`src/hw/rtl/msw_pkg.sv`:
```
// Shared types and constants for the minute:second stopwatch.
`default_nettype none

package msw_pkg;

    // Event codes carried by one input word
    typedef enum logic [2:0] {
        ACT_TICK  = 3'd0,
        ACT_START = 3'd1,
        ACT_PAUSE = 3'd2,
        ACT_RESET = 3'd3,
        ACT_END   = 3'd4
    } t_action;

    // Countdown length after reset
    localparam logic [2:0] END_HOLD_RESET = 3'd3;

    // Highest digit values for the 00..59 BCD counters
    localparam logic [3:0] UNITS_MAX = 4'd9;
    localparam logic [2:0] TENS_MAX  = 3'd5;

    // One BCD time field: tens in 0..5, units in 0..9
    typedef struct packed {
        logic [2:0] tens;
        logic [3:0] units;
    } t_bcd60;

endpackage

`default_nettype wire

```
`src/hw/rtl/minute_second_stopwatch.sv`:
```
// Minute:second stopwatch with end-button hold countdown, packed BCD display.
// A result word passes from the input register into the result register once the
// result stage is free or draining. Throughput: one word per cycle while the output
// is not stalled; the time counters and countdown update in one pass.
// Reset (synchronous, active low) clears time, stops the count, disarms the
// countdown and loads end_hold_ticks with 3.
`default_nettype none

module minute_second_stopwatch (
    input  wire logic       i_clk,
    input  wire logic       i_rst_n,
    // Configuration write channel
    input  wire logic       i_cfg_valid,
    output logic            o_cfg_ready,
    input  wire logic [2:0] i_cfg_data,
    // Event input channel
    input  wire logic       i_in_valid,
    output logic            o_in_ready,
    input  wire logic [2:0] i_action,
    input  wire logic       i_end_pressed,
    // Result channel
    output logic            o_out_valid,
    input  wire logic       i_out_ready,
    output logic            o_display_valid,
    output logic [6:0]      o_seconds_bcd,
    output logic [6:0]      o_minutes_bcd,
    output logic            o_done_res
);

    // Configuration register
    logic [2:0] r_end_hold_ticks;

    // Input stage
    logic       r_in_valid;
    logic [2:0] r_action;
    logic       r_pressed;

    // Stopwatch state
    msw_pkg::t_bcd60 r_sec, n_sec;
    msw_pkg::t_bcd60 r_min, n_min;
    logic            r_running, n_running;
    logic            r_end_armed, n_end_armed;
    logic [2:0]      r_end_remaining, n_end_remaining;

    // Result stage
    logic       r_out_valid;
    logic       r_display_valid, n_display_valid;
    logic [6:0] r_seconds_bcd, n_seconds_bcd;
    logic [6:0] r_minutes_bcd, n_minutes_bcd;
    logic       r_done_res, n_done_res;

    logic w_move;
    logic w_blank;

    // Input word moves into the result stage when that stage is free or draining
    assign w_move      = r_in_valid && (!r_out_valid || i_out_ready);
    assign o_in_ready  = !r_in_valid || w_move;
    assign o_cfg_ready = 1'b1;

    // Configuration register
    always_ff @(posedge i_clk) begin
        if (!i_rst_n) begin
            r_end_hold_ticks <= msw_pkg::END_HOLD_RESET;
        end else if (i_cfg_valid) begin
            r_end_hold_ticks <= i_cfg_data;
        end
    end

    // Input register
    always_ff @(posedge i_clk) begin
        if (!i_rst_n) begin
            r_in_valid <= 1'b0;
        end else if (o_in_ready) begin
            r_in_valid <= i_in_valid;
        end
    end

    always_ff @(posedge i_clk) begin
        if (o_in_ready && i_in_valid) begin
            r_action  <= i_action;
            r_pressed <= i_end_pressed;
        end
    end

    // Event decode and state update
    always_comb begin
        n_sec           = r_sec;
        n_min           = r_min;
        n_running       = r_running;
        n_end_armed     = r_end_armed;
        n_end_remaining = r_end_remaining;
        n_display_valid = 1'b0;
        n_done_res      = 1'b0;
        w_blank         = 1'b0;

        unique case (r_action)
            msw_pkg::ACT_TICK: begin
                if (r_end_armed && r_end_remaining == 3'd0) begin
                    // Countdown expired: stop, blank, flag done
                    n_done_res      = 1'b1;
                    w_blank         = 1'b1;
                    n_display_valid = 1'b1;
                    n_running       = 1'b0;
                    n_end_armed     = 1'b0;
                end else begin
                    if (r_end_armed) begin
                        n_end_remaining = r_end_remaining - 3'd1;
                    end
                    if (r_running) begin
                        n_display_valid = 1'b1;
                        // Seconds then minutes, each 00..59 in BCD
                        if (r_sec.units != msw_pkg::UNITS_MAX) begin
                            n_sec.units = r_sec.units + 4'd1;
                        end else begin
                            n_sec.units = 4'd0;
                            if (r_sec.tens != msw_pkg::TENS_MAX) begin
                                n_sec.tens = r_sec.tens + 3'd1;
                            end else begin
                                n_sec.tens = 3'd0;
                                if (r_min.units != msw_pkg::UNITS_MAX) begin
                                    n_min.units = r_min.units + 4'd1;
                                end else begin
                                    n_min.units = 4'd0;
                                    if (r_min.tens != msw_pkg::TENS_MAX) begin
                                        n_min.tens = r_min.tens + 3'd1;
                                    end else begin
                                        n_min.tens = 3'd0;
                                    end
                                end
                            end
                        end
                    end
                end
            end
            msw_pkg::ACT_START: begin
                if (!r_running) begin
                    n_running       = 1'b1;
                    n_display_valid = 1'b1;
                end
            end
            msw_pkg::ACT_PAUSE: begin
                n_running = 1'b0;
            end
            msw_pkg::ACT_RESET: begin
                n_sec           = '0;
                n_min           = '0;
                n_running       = 1'b0;
                n_display_valid = 1'b1;
            end
            msw_pkg::ACT_END: begin
                if (r_pressed) begin
                    n_end_armed     = 1'b1;
                    n_end_remaining = r_end_hold_ticks;
                end else begin
                    n_end_armed     = 1'b0;
                    n_end_remaining = 3'd0;
                end
            end
            default: begin
                // unused codes: no effect
            end
        endcase

        // Digits shown only when written and not blanked
        if (n_display_valid && !w_blank) begin
            n_seconds_bcd = n_sec;
            n_minutes_bcd = n_min;
        end else begin
            n_seconds_bcd = 7'd0;
            n_minutes_bcd = 7'd0;
        end
    end

    // State registers
    always_ff @(posedge i_clk) begin
        if (!i_rst_n) begin
            r_sec           <= '0;
            r_min           <= '0;
            r_running       <= 1'b0;
            r_end_armed     <= 1'b0;
            r_end_remaining <= 3'd0;
        end else if (w_move) begin
            r_sec           <= n_sec;
            r_min           <= n_min;
            r_running       <= n_running;
            r_end_armed     <= n_end_armed;
            r_end_remaining <= n_end_remaining;
        end
    end

    // Result register
    always_ff @(posedge i_clk) begin
        if (!i_rst_n) begin
            r_out_valid <= 1'b0;
        end else if (w_move) begin
            r_out_valid <= 1'b1;
        end else if (i_out_ready) begin
            r_out_valid <= 1'b0;
        end
    end

    always_ff @(posedge i_clk) begin
        if (w_move) begin
            r_display_valid <= n_display_valid;
            r_seconds_bcd   <= n_seconds_bcd;
            r_minutes_bcd   <= n_minutes_bcd;
            r_done_res      <= n_done_res;
        end
    end

    assign o_out_valid     = r_out_valid;
    assign o_display_valid = r_display_valid;
    assign o_seconds_bcd   = r_seconds_bcd;
    assign o_minutes_bcd   = r_minutes_bcd;
    assign o_done_res      = r_done_res;

    // Checks
    a_digits_legal: assert property (@(posedge i_clk) disable iff (!i_rst_n)
        r_sec.units <= msw_pkg::UNITS_MAX && r_sec.tens <= msw_pkg::TENS_MAX &&
        r_min.units <= msw_pkg::UNITS_MAX && r_min.tens <= msw_pkg::TENS_MAX)
        else $error("time digit out of BCD range");

    a_done_blank: assert property (@(posedge i_clk) disable iff (!i_rst_n)
        (r_out_valid && r_done_res) |->
        (r_display_valid && r_seconds_bcd == 7'd0 && r_minutes_bcd == 7'd0))
        else $error("done word not blanked");

    a_done_stops: assert property (@(posedge i_clk) disable iff (!i_rst_n)
        (w_move && n_done_res) |=> (!r_running && !r_end_armed))
        else $error("count or countdown alive after done");

    a_stall_holds: assert property (@(posedge i_clk) disable iff (!i_rst_n)
        (r_out_valid && !i_out_ready) |=> (r_out_valid && $stable(r_display_valid)
        && $stable(r_seconds_bcd) && $stable(r_done_res)))
        else $error("result changed while stalled");

endmodule

`default_nettype wire
```
`config.mk`:
```
export PLATFORM = sky130hd
export DESIGN_NAME = minute_second_stopwatch
export DESIGN_NICKNAME = d
export VERILOG_FILES = /design/src/hw/rtl/msw_pkg.sv /design/src/hw/rtl/minute_second_stopwatch.sv
export SDC_FILE = /design/constraint.sdc
export NUM_CORES = 1
export LEC_CHECK = 0
export ABC_CLOCK_PERIOD_IN_PS = 4700
export BUFFER_PORTS_ARGS = -buffer_cell sky130_fd_sc_hd__buf_4
export CAP_MARGIN = 20
export CORE_ASPECT_RATIO = 0.75
export CORE_MARGIN = 2
export CORE_UTILIZATION = 60
export CTS_BUF_LIST = sky130_fd_sc_hd__clkbuf_16
export CTS_CLUSTER_DIAMETER = 40
export DETAILED_ROUTE_END_ITERATION = 7
export GPL_TIMING_DRIVEN = 0
export PLACE_DENSITY = 0.83
export SLEW_MARGIN = 20
export SYNTH_ARGS = -nofsm -noshare
export SYNTH_HDL_FRONTEND = slang
export SYNTH_SLANG_ARGS = --single-unit
```
`constraint.sdc`:
```
create_clock -name i_clk -period 4.7 [get_ports i_clk]
set_input_delay 0.47 -clock i_clk [delete_from_list [all_inputs] [get_ports i_clk]]
set_output_delay 0.47 -clock i_clk [all_outputs]
set_load 0.01 [all_outputs]
```
==> flow_summary.ini, run 1 <==
[placement]
finalWeightedCongestion = 0.805
place_inst = 322
dp_hpwl_um = 3340
portBuffers = 28

[sta]
finalCritPeriodShare = 0.501
fmax_mhz = 424
layout_min_cycle_time_ns = 2.36
finalClockSkew_ns = 0.00512
finalSetupViolCount = 0
slew_viol_final = 0
hold_violations = 0
rsz0062_at_grt = no
slew_headroom = 0.375
setup_tns_ns = 0
tightest_slew_ns = 0.936

[setup_path]
max_stage_delay_ns = 0.78
arrival_ns = 2.56
critPathRequiredTime_ns = 4.91
start_kind = register
path_class = register to register
critical_path.max_fanout = 25
critPathMostFrequentCell = o21ai_0
endpoint_kind = register
cp_cell_sequence = nor2b_1, nand2b_1, clkinv_1, o21ai_0, o21ai_0, a21oi_1
critPathSlowestCell = clkinv_1

[synthesis]
synth-async-reset-ratio = 0
syn-cell-area_um2 = 2250
synth_area_leaders = edfxtp_1 (27%), dfxtp_1 (21%), a21oi_1 (6.5%), nor2_1 (5.0%), nand2_1 (2.7%)
synth_top_area_share = 0.267
synth_edf_count = 20
yosysUniqueCellTypes = 48
syn_inst = 242
yosys-top-cells-count = nor2_1 (30), a21oi_1 (29), dfxtp_1 (24)
ys.flop_type = dfxtp_1
yosysMostFrequentCell = nor2_1
synth_top_cell_by_area = edfxtp_1
syn_nets = 258
ys_seq_elements = 44
synth_warnings = 0
ys_seq_area_frac = 0.481
synth.avg_cell_area_um2 = 9.30

[power]
irDropWorstVdd_mv = 0.229
p_leak_nw = 0.941
swShare = 0.225
clockPowerShare = 0.407
power_frac_seq = 0.513
p_per_area_nw_per_um2 = 304
internal-power_mw = 0.629
power_frac_comb = 0.080
power.switching_mw = 0.182

[global_route]
grt_use_met3 = 0.0530
antenna_found_initial = 0
grt_pass1_vias = 1791
busiest_layer = met1
use_met2 = 0.373
grt_pass1_wl_um = 8290
grt_max_degree = 26
groute.usage.overall = 0.255
grt_overflow = 0
grtUsageMet1 = 0.380

[die]
io_pins = 31
die_area_um2 = 4260
initial_core_util = 0.619
core_um2 = 3640
die_w_um = 74.7
num_rows = 19
die_h_um = 57.0

[clock_tree]
cts_hold_buffers = 0
cts_made_buffers = 5
tritoncts = yes
h-tree-depth = 2
clock_path_buffers = 2
post_cts_buffers = 0
cts-root-buf = clkbuf_16
cts.sinks = 44
clkLatencyLatePin_ns = 0.28
clk_pin_slew_ns = 0.06
cts-resized-gates = 0

[outcome]
outcome = completed

[flow_run]
maxCapViolCount = 0

[finish]
n_fill_cell = 280
area_delta_synth_final_pct = 18.4
drive_gt1_frac = 0.173
n_antenna_cell = 0
layout.nets = 293
instances_no_fill = 330

[route]
viasPerCell = 6.01
drt-pass1-iter-count = 4
routed_wirelength_um = 4970
drcViolationCount = 0
vias = 1982
drt_iter0_drc = 243
antenna_left = 0
wire_per_inst_um = 15.0

[worst_hold_path]
hold_class = input port to register
==> sequential cells by signal, indices dropped and copies added (netlist names) <==
| register | count |
|---|---|
| r_pressed | 1 |
| r_running | 1 |
| o_minutes_bcd | 7 |
| r_end_hold_ticks | 3 |
| o_out_valid | 1 |
| r_end_armed | 1 |
| r_in_valid | 1 |
| o_done_res | 1 |
| r_end_remaining | 3 |
| o_display_valid | 1 |
| r_min | 7 |
| r_action | 3 |
| o_seconds_bcd | 7 |
| r_sec | 7 |
==> worst paths after layout <==
path / start / endpoint / slack (ns) / cells past startpoint
max: o_out_valid / r_sec[1] / 2.34 / 6
min: i_action[0] / r_action[0] / 0.36 / 1
max reg2reg: o_out_valid / r_sec[1] / 2.34 / 6
min reg2reg: r_end_hold_ticks[0] / r_end_remaining[0] / 0.48 / 2
==> metal layers <==
layer | share of wire | wire, um
met1 | 0.47 | 2340
met5 | 0 | 0
met2 | 0.45 | 2250
met4 | 0.011 | 55
met3 | 0.065 | 323
==> critical path: cells and delay by family, from the launching register on <==
kind	cells	cell delay (ns)
buffers and inverters	1	0.78
AND/OR/NAND/NOR	2	0.51
AO/OA/AOI/OAI	3	0.65
flip-flops	1	0.33
==> metrics by stage <==
step | power [mW] | worst slack [ns] | hold WS (ns) | utilization | cell area (um2)
floorplan | 0.461 | 2.83 | 0.441 | - | 2250
global placement | 0.487 | 2.20 | 0.465 | 0.694 | 2520
detailed placement | 0.489 | 2.17 | 0.464 | 0.694 | 2520
CTS | 0.809 | 2.37 | 0.363 | 0.732 | 2660
global route | 0.838 | 2.09 | 0.359 | 0.732 | 2660
finish | 0.811 | 2.34 | 0.362 | 0.732 | 2660
==> power groups by stage <==
stage | combinational, mW | sequential (mW) | clock (mW)
finish | 0.0652 | 0.416 | 0.330
global route | 0.0717 | 0.417 | 0.349
CTS | 0.0649 | 0.416 | 0.328
detailed placement | 0.0646 | 0.424 | 0
global placement | 0.0629 | 0.424 | 0
floorplan | 0.0346 | 0.426 | 0
==> cell type report <==
| class | count | area [um2] | area share |
|---|---|---|---|
| multi-input cells | 178 | 1060 | 0.399 |
| inverters | 6 | 22.5 | 0.00846 |
| plain buffers | 14 | 82.6 | 0.0310 |
| clock inverters | 3 | 12.5 | 0.00470 |
| flip-flops and latches | 44 | 1080 | 0.406 |
| well taps | 52 | 65.1 | 0.0244 |
| clock buffers | 5 | 125 | 0.0470 |
| repair buffers | 28 | 210 | 0.0789 |
==> cells by family (layout without fill, tap and decap cells) <==
kind of cell	Yosys count	in the layout	share of synthesized area
and+or+nand+nor	107	107	0.269
AOI/OAI and AO/OA	61	61	0.158
DFF	44	44	0.481
adders and majority gates	4	4	0.0222
muxes	5	5	0.0222
other	1	1	0.00167
buffers and inverters	20	56	0.0467
==> layout by cell type (no fill, tap or decap), types with 4 or more instances in the layout <==
| cell | synthesis | routed |
|---|---|---|
| ha_1 | 4 | 4 |
| edfxtp_1 | 20 | 20 |
| nand2_1 | 16 | 16 |
| a21oi_1 | 29 | 29 |
| mux2i_1 | 5 | 5 |
| nand3_1 | 9 | 9 |
| o21ai_0 | 11 | 11 |
| clkbuf_1 | 7 | 7 |
| nand4_1 | 5 | 5 |
| a31oi_1 | 6 | 6 |
| nor3_1 | 6 | 6 |
| clkbuf_16 | 0 | 5 |
| nor3b_1 | 5 | 5 |
| nor2_1 | 30 | 30 |
| buf_4 | 1 | 29 |
| inv_1 | 4 | 6 |
| or4_1 | 5 | 5 |
| o211ai_1 | 4 | 4 |
| and2_1 | 5 | 5 |
| or3_1 | 4 | 4 |
| dfxtp_1 | 24 | 24 |
No activity file was read; power rests on OpenSTA's default activity.
==> inputs of run 2 (changes only) <==
--- a/config.mk
+++ b/config.mk
@@ -5,17 +5,17 @@
 export SDC_FILE = /design/constraint.sdc
 export NUM_CORES = 1
 export LEC_CHECK = 0
-export ABC_CLOCK_PERIOD_IN_PS = 4700
+export ABC_CLOCK_PERIOD_IN_PS = 2450
 export BUFFER_PORTS_ARGS = -buffer_cell sky130_fd_sc_hd__buf_4
 export CAP_MARGIN = 20
 export CORE_ASPECT_RATIO = 0.75
 export CORE_MARGIN = 2
-export CORE_UTILIZATION = 60
+export CORE_UTILIZATION = 57
 export CTS_BUF_LIST = sky130_fd_sc_hd__clkbuf_16
 export CTS_CLUSTER_DIAMETER = 40
 export DETAILED_ROUTE_END_ITERATION = 7
 export GPL_TIMING_DRIVEN = 0
-export PLACE_DENSITY = 0.83
+export PLACE_DENSITY = 0.79
 export SLEW_MARGIN = 20
 export SYNTH_ARGS = -nofsm -noshare
 export SYNTH_HDL_FRONTEND = slang
==> constraint.sdc (replaced) <==
create_clock -name i_clk -period 2.45 [get_ports i_clk]
set_input_delay 0.245 -clock i_clk [delete_from_list [all_inputs] [get_ports i_clk]]
set_output_delay 0.245 -clock i_clk [all_outputs]
set_load 0.01 [all_outputs]
==> flow_summary.ini, run 2 (synthesis gave the netlist of run 1 again) <==
[flow_run]
maxCapViolCount = 0

[clock_tree]
cts_hold_buffers = 0
tritoncts = yes
cts.sinks = 44
clk_pin_slew_ns = 0.06
cts_made_buffers = 5
h-tree-depth = 2
clkLatencyLatePin_ns = 0.28
post_cts_buffers = 0
cts-root-buf = clkbuf_16
clock_path_buffers = 2

[sta]
fmax_mhz = 463
setup_tns_ns = 0
finalClockSkew_ns = 0.00250
hold_violations = 0
finalSetupViolCount = 0
whs_ns = 0.134
slew_headroom = 0.407
finalCritPeriodShare = 0.882
layout_min_cycle_time_ns = 2.16
slew_viol_final = 0
tightest_slew_ns = 0.887
rsz0062_at_grt = no

[finish]
final_common_cell = nor2_1
final_cell_mix = nor2_1 (30), a21oi_1 (29), buf_4 (29), dfxtp_1 (24), edfxtp_1 (20)
area_delta_synth_final_pct = 18.5
layout.nets = 293
final_cell_area_um2 = 2670
drive_gt1_frac = 0.173
n_antenna_cell = 0
instances_no_fill = 330

[die]
die_h_um = 58.4
die_w_um = 76.5
initial_core_util = 0.603
io_pins = 31
core_um2 = 3730
die_area_um2 = 4470
num_rows = 19

[placement]
post_dp_cell_area_um2 = 2520
dp_hpwl_um = 3270
finalWeightedCongestion = 0.832
place_inst = 322
portBuffers = 28

[power]
internal-power_mw = 1.20
p_leak_nw = 0.937
power_mw = 1.55
power_frac_comb = 0.080
p_per_area_nw_per_um2 = 583
power_frac_seq = 0.514
clockPowerShare = 0.406
irDropWorstVdd_mv = 0.432
swShare = 0.224
power.switching_mw = 0.348

[global_route]
grt_use_met3 = 0.0552
use_met2 = 0.360
grtUsageMet1 = 0.325
grt_max_degree = 26
busiest_layer = met2
groute.usage.overall = 0.230
grt_pass1_wl_um = 8090
grt_overflow = 0
antenna_found_initial = 0
grt_pass1_vias = 1743

[route]
vias = 1997
viasPerCell = 6.05
drt_iter0_drc = 224
wire_per_inst_um = 14.7
drt-pass1-iter-count = 5
drcViolationCount = 0
routed_wirelength_um = 4850
antenna_left = 0

[outcome]
outcome = completed

[setup_path]
critical_path.max_fanout = 10
arrival_ns = 2.18
start_kind = register
endpoint_kind = register
path_class = register to register
critPathRequiredTime_ns = 2.47

[worst_hold_path]
hold_class = input port to register
run 2: per-stage QoR:
stage                     worst slack (ns)   util
after global routing                 0.143  0.714
after global placement               0.148  0.677
after CTS                            0.116  0.713
after floorplan                      0.620      -
final                                0.290  0.714
after detailed placement             0.132  0.677
run 2: layout make-up:
class,instances,area (um2)
clock inverter,3,11.3
buffer,14,82.6
fill,286,1070
inverter,6,26.3
multi-input combinational,178,1060
clock buffer,5,125
sequential,44,1080
timing repair buffer,28,210
tap,52,65.1
run 2: critical path, cell delays in order (launching register included):
cell and delay, ns:
dfxtp_1 0.32, inv_1 0.08, ha_1 0.18, and3b_1 0.23, nor3_1 0.07, a21oi_1 0.11
or2_1 0.12, clkbuf_1 0.22, clkbuf_1 0.43, nor2_1 0.11
run 2: path summary, 6_finish.rpt:
check                                    startpoint                  to  slack, ns  cells after the start
worst max-delay path             r_end_remaining[0]    o_seconds_bcd[5]       0.29                      9
worst min-delay path                  i_end_pressed           r_pressed       0.13                      1
worst max register to register   r_end_remaining[0]    o_seconds_bcd[5]       0.29                      9
worst min register to register  r_end_hold_ticks[0]  r_end_remaining[0]       0.49                      2
run 2: repair_timing:
item	CTS	global route
gates resized for setup	0	1
endpoints found under the setup margin	0	3
endpoints found under the hold margin	0	0
run 2: routing by layer:
layer	vias to the layer above	routed length (um)
met5	-	0
met4	0	66
met3	8	357
met2	92	2080
met1	935	2350
li1	962	-
run 2: power by group through the flow:
stage / Sequential, mW / Combinational, mW / Clock [mW]
detailed placement: 0.814 / 0.123 / 0
finish: 0.798 / 0.125 / 0.630
global route: 0.800 / 0.136 / 0.661
CTS: 0.798 / 0.124 / 0.628
floorplan: 0.818 / 0.0663 / 0
global placement: 0.813 / 0.122 / 0
==> inputs of run 3 (changes only) <==
--- a/config.mk
+++ b/config.mk
@@ -5,17 +5,17 @@
 export SDC_FILE = /design/constraint.sdc
 export NUM_CORES = 1
 export LEC_CHECK = 0
-export ABC_CLOCK_PERIOD_IN_PS = 2450
+export ABC_CLOCK_PERIOD_IN_PS = 2500
 export BUFFER_PORTS_ARGS = -buffer_cell sky130_fd_sc_hd__buf_4
 export CAP_MARGIN = 20
 export CORE_ASPECT_RATIO = 0.75
 export CORE_MARGIN = 2
-export CORE_UTILIZATION = 57
+export CORE_UTILIZATION = 60
 export CTS_BUF_LIST = sky130_fd_sc_hd__clkbuf_16
 export CTS_CLUSTER_DIAMETER = 40
 export DETAILED_ROUTE_END_ITERATION = 7
 export GPL_TIMING_DRIVEN = 0
-export PLACE_DENSITY = 0.79
+export PLACE_DENSITY = 0.83
 export SLEW_MARGIN = 20
 export SYNTH_ARGS = -nofsm -noshare
 export SYNTH_HDL_FRONTEND = slang
==> constraint.sdc (replaced) <==
create_clock -name i_clk -period 2.5 [get_ports i_clk]
set_input_delay 0.25 -clock i_clk [delete_from_list [all_inputs] [get_ports i_clk]]
set_output_delay 0.25 -clock i_clk [all_outputs]
set_load 0.01 [all_outputs]
==> flow_summary.ini, run 3 (synthesis gave the netlist of run 1 again) <==
[flow_run]
maxCapViolCount = 0

[clock_tree]
h-tree-depth = 2
tritoncts = yes
clk_pin_slew_ns = 0.06
clock_path_buffers = 2
clkLatencyLatePin_ns = 0.28
post_cts_buffers = 0
cts_made_buffers = 5
cts.sinks = 44
cts-root-buf = clkbuf_16

[setup_path]
crit_buf_inv = 3
r2r_cells = 9
critPathRequiredTime_ns = 2.51
start_kind = register
endpoint_kind = register
r2r_slack_ns = 0.40
critical_path.max_fanout = 10
path_class = register to register
crit_start = r_end_remaining[0]
cp_top_family = buffers and inverters
max_stage_delay_ns = 0.45
path_depth = 9
cp_cell_sequence = inv_1, ha_1, and3b_1, nor3_1, a21oi_1, or2_1, clkbuf_1, clkbuf_1, a21oi_1
arrival_ns = 2.11
r2r_end = o_seconds_bcd[3]
r2r_start = r_end_remaining[0]
critPathSlowestCell = clkbuf_1
cp-endpoint = o_seconds_bcd[3]

[route]
antenna_left = 0
viasPerCell = 5.97
drt-pass1-iter-count = 4
wire_per_inst_um = 14.9
drcViolationCount = 0
routed_wirelength_um = 4920
drt_iter0_drc = 266
vias = 1970

[power]
p_leak_nw = 0.939
irDropWorstVdd_mv = 0.433
p_per_area_nw_per_um2 = 571
power_mw = 1.52

[finish]
final_common_cell = nor2_1
final_cell_mix = nor2_1 (30), a21oi_1 (29), buf_4 (29), dfxtp_1 (24), edfxtp_1 (20)
instances_no_fill = 330
layout.nets = 293
fin_util = 0.733
area_delta_synth_final_pct = 18.5
final_cell_area_um2 = 2670
n_antenna_cell = 0
drive_gt1_frac = 0.176
n_fill_cell = 281

[sta]
hold_violations = 0
whs_ns = 0.142
setup_tns_ns = 0
finalSetupViolCount = 0
slew_viol_final = 0
worst_slack_ns = 0.398
slew_headroom = 0.376
layout_min_cycle_time_ns = 2.10
finalClockSkew_ns = 0.00503
rsz0062_at_grt = no
tightest_slew_ns = 0.934
fmax_mhz = 476
finalCritPeriodShare = 0.841

[die]
io_pins = 31
core_um2 = 3640
initial_core_util = 0.619
num_rows = 19
die_area_um2 = 4260
die_w_um = 74.7
die_h_um = 57.0

[placement]
finalWeightedCongestion = 0.805
place_inst = 322
portBuffers = 28
post_dp_cell_area_um2 = 2520
dp_hpwl_um = 3340
place_ws_ns = 0.191

[global_route]
grt_pass1_vias = 1791
grt_pass1_wl_um = 8290
grt_max_degree = 26
groute.usage.overall = 0.255
grt_overflow = 0
antenna_found_initial = 0

[worst_hold_path]
hold_class = input port to register

[outcome]
outcome = completed
==> run 3: timing repair <==
action                                  4_1_cts  5_1_grt
resized for setup                             0        1
hold buffers                                  0        0
endpoints found under the setup margin        0        3
==> run 3: metal layers <==
| metal | vias to the layer above | routed length (um) | GRT usage |
|---|---|---|---|
| met5 | - | 0 | 0 |
| met4 | 0 | 65 | 0.0791 |
| met3 | 9 | 301 | 0.0530 |
| met2 | 73 | 2180 | 0.373 |
| met1 | 925 | 2370 | 0.380 |
| li1 | 963 | - | - |
==> run 3: layout make-up <==
| type | count | area, um2 | area share |
|---|---|---|---|
| clock inverter | 3 | 12.5 | 0.00469 |
| multi-input combinational | 178 | 1060 | 0.399 |
| sequential | 44 | 1080 | 0.405 |
| inverter | 6 | 26.3 | 0.00985 |
| timing repair buffer | 28 | 210 | 0.0788 |
| buffer | 14 | 82.6 | 0.0310 |
| tap | 52 | 65.1 | 0.0244 |
| clock buffer | 5 | 125 | 0.0469 |
==> run 3: power by group <==
part / switching (mW) / internal (mW)
Combinational: 0.0746 / 0.0481
Clock: 0.258 / 0.361
Sequential: 0.00931 / 0.773
==> run 3: worst register-to-register path: stages (launching register included) <==
cell and delay, ns:
dfxtp_1 0.32, inv_1 0.08, ha_1 0.18, and3b_1 0.22, nor3_1 0.06, a21oi_1 0.10
or2_1 0.11, clkbuf_1 0.21, clkbuf_1 0.45, a21oi_1 0.10
==> run 3: worst min-delay path by stage <==
stage | start | to | cells past startpoint
after floorplan | i_action[0] | r_action[0] | 0
after global placement | i_end_pressed | r_pressed | 1
after detailed placement | i_end_pressed | r_pressed | 1
after CTS | i_end_pressed | r_pressed | 1
after global routing | i_end_pressed | r_pressed | 1
final | i_action[0] | r_action[0] | 1
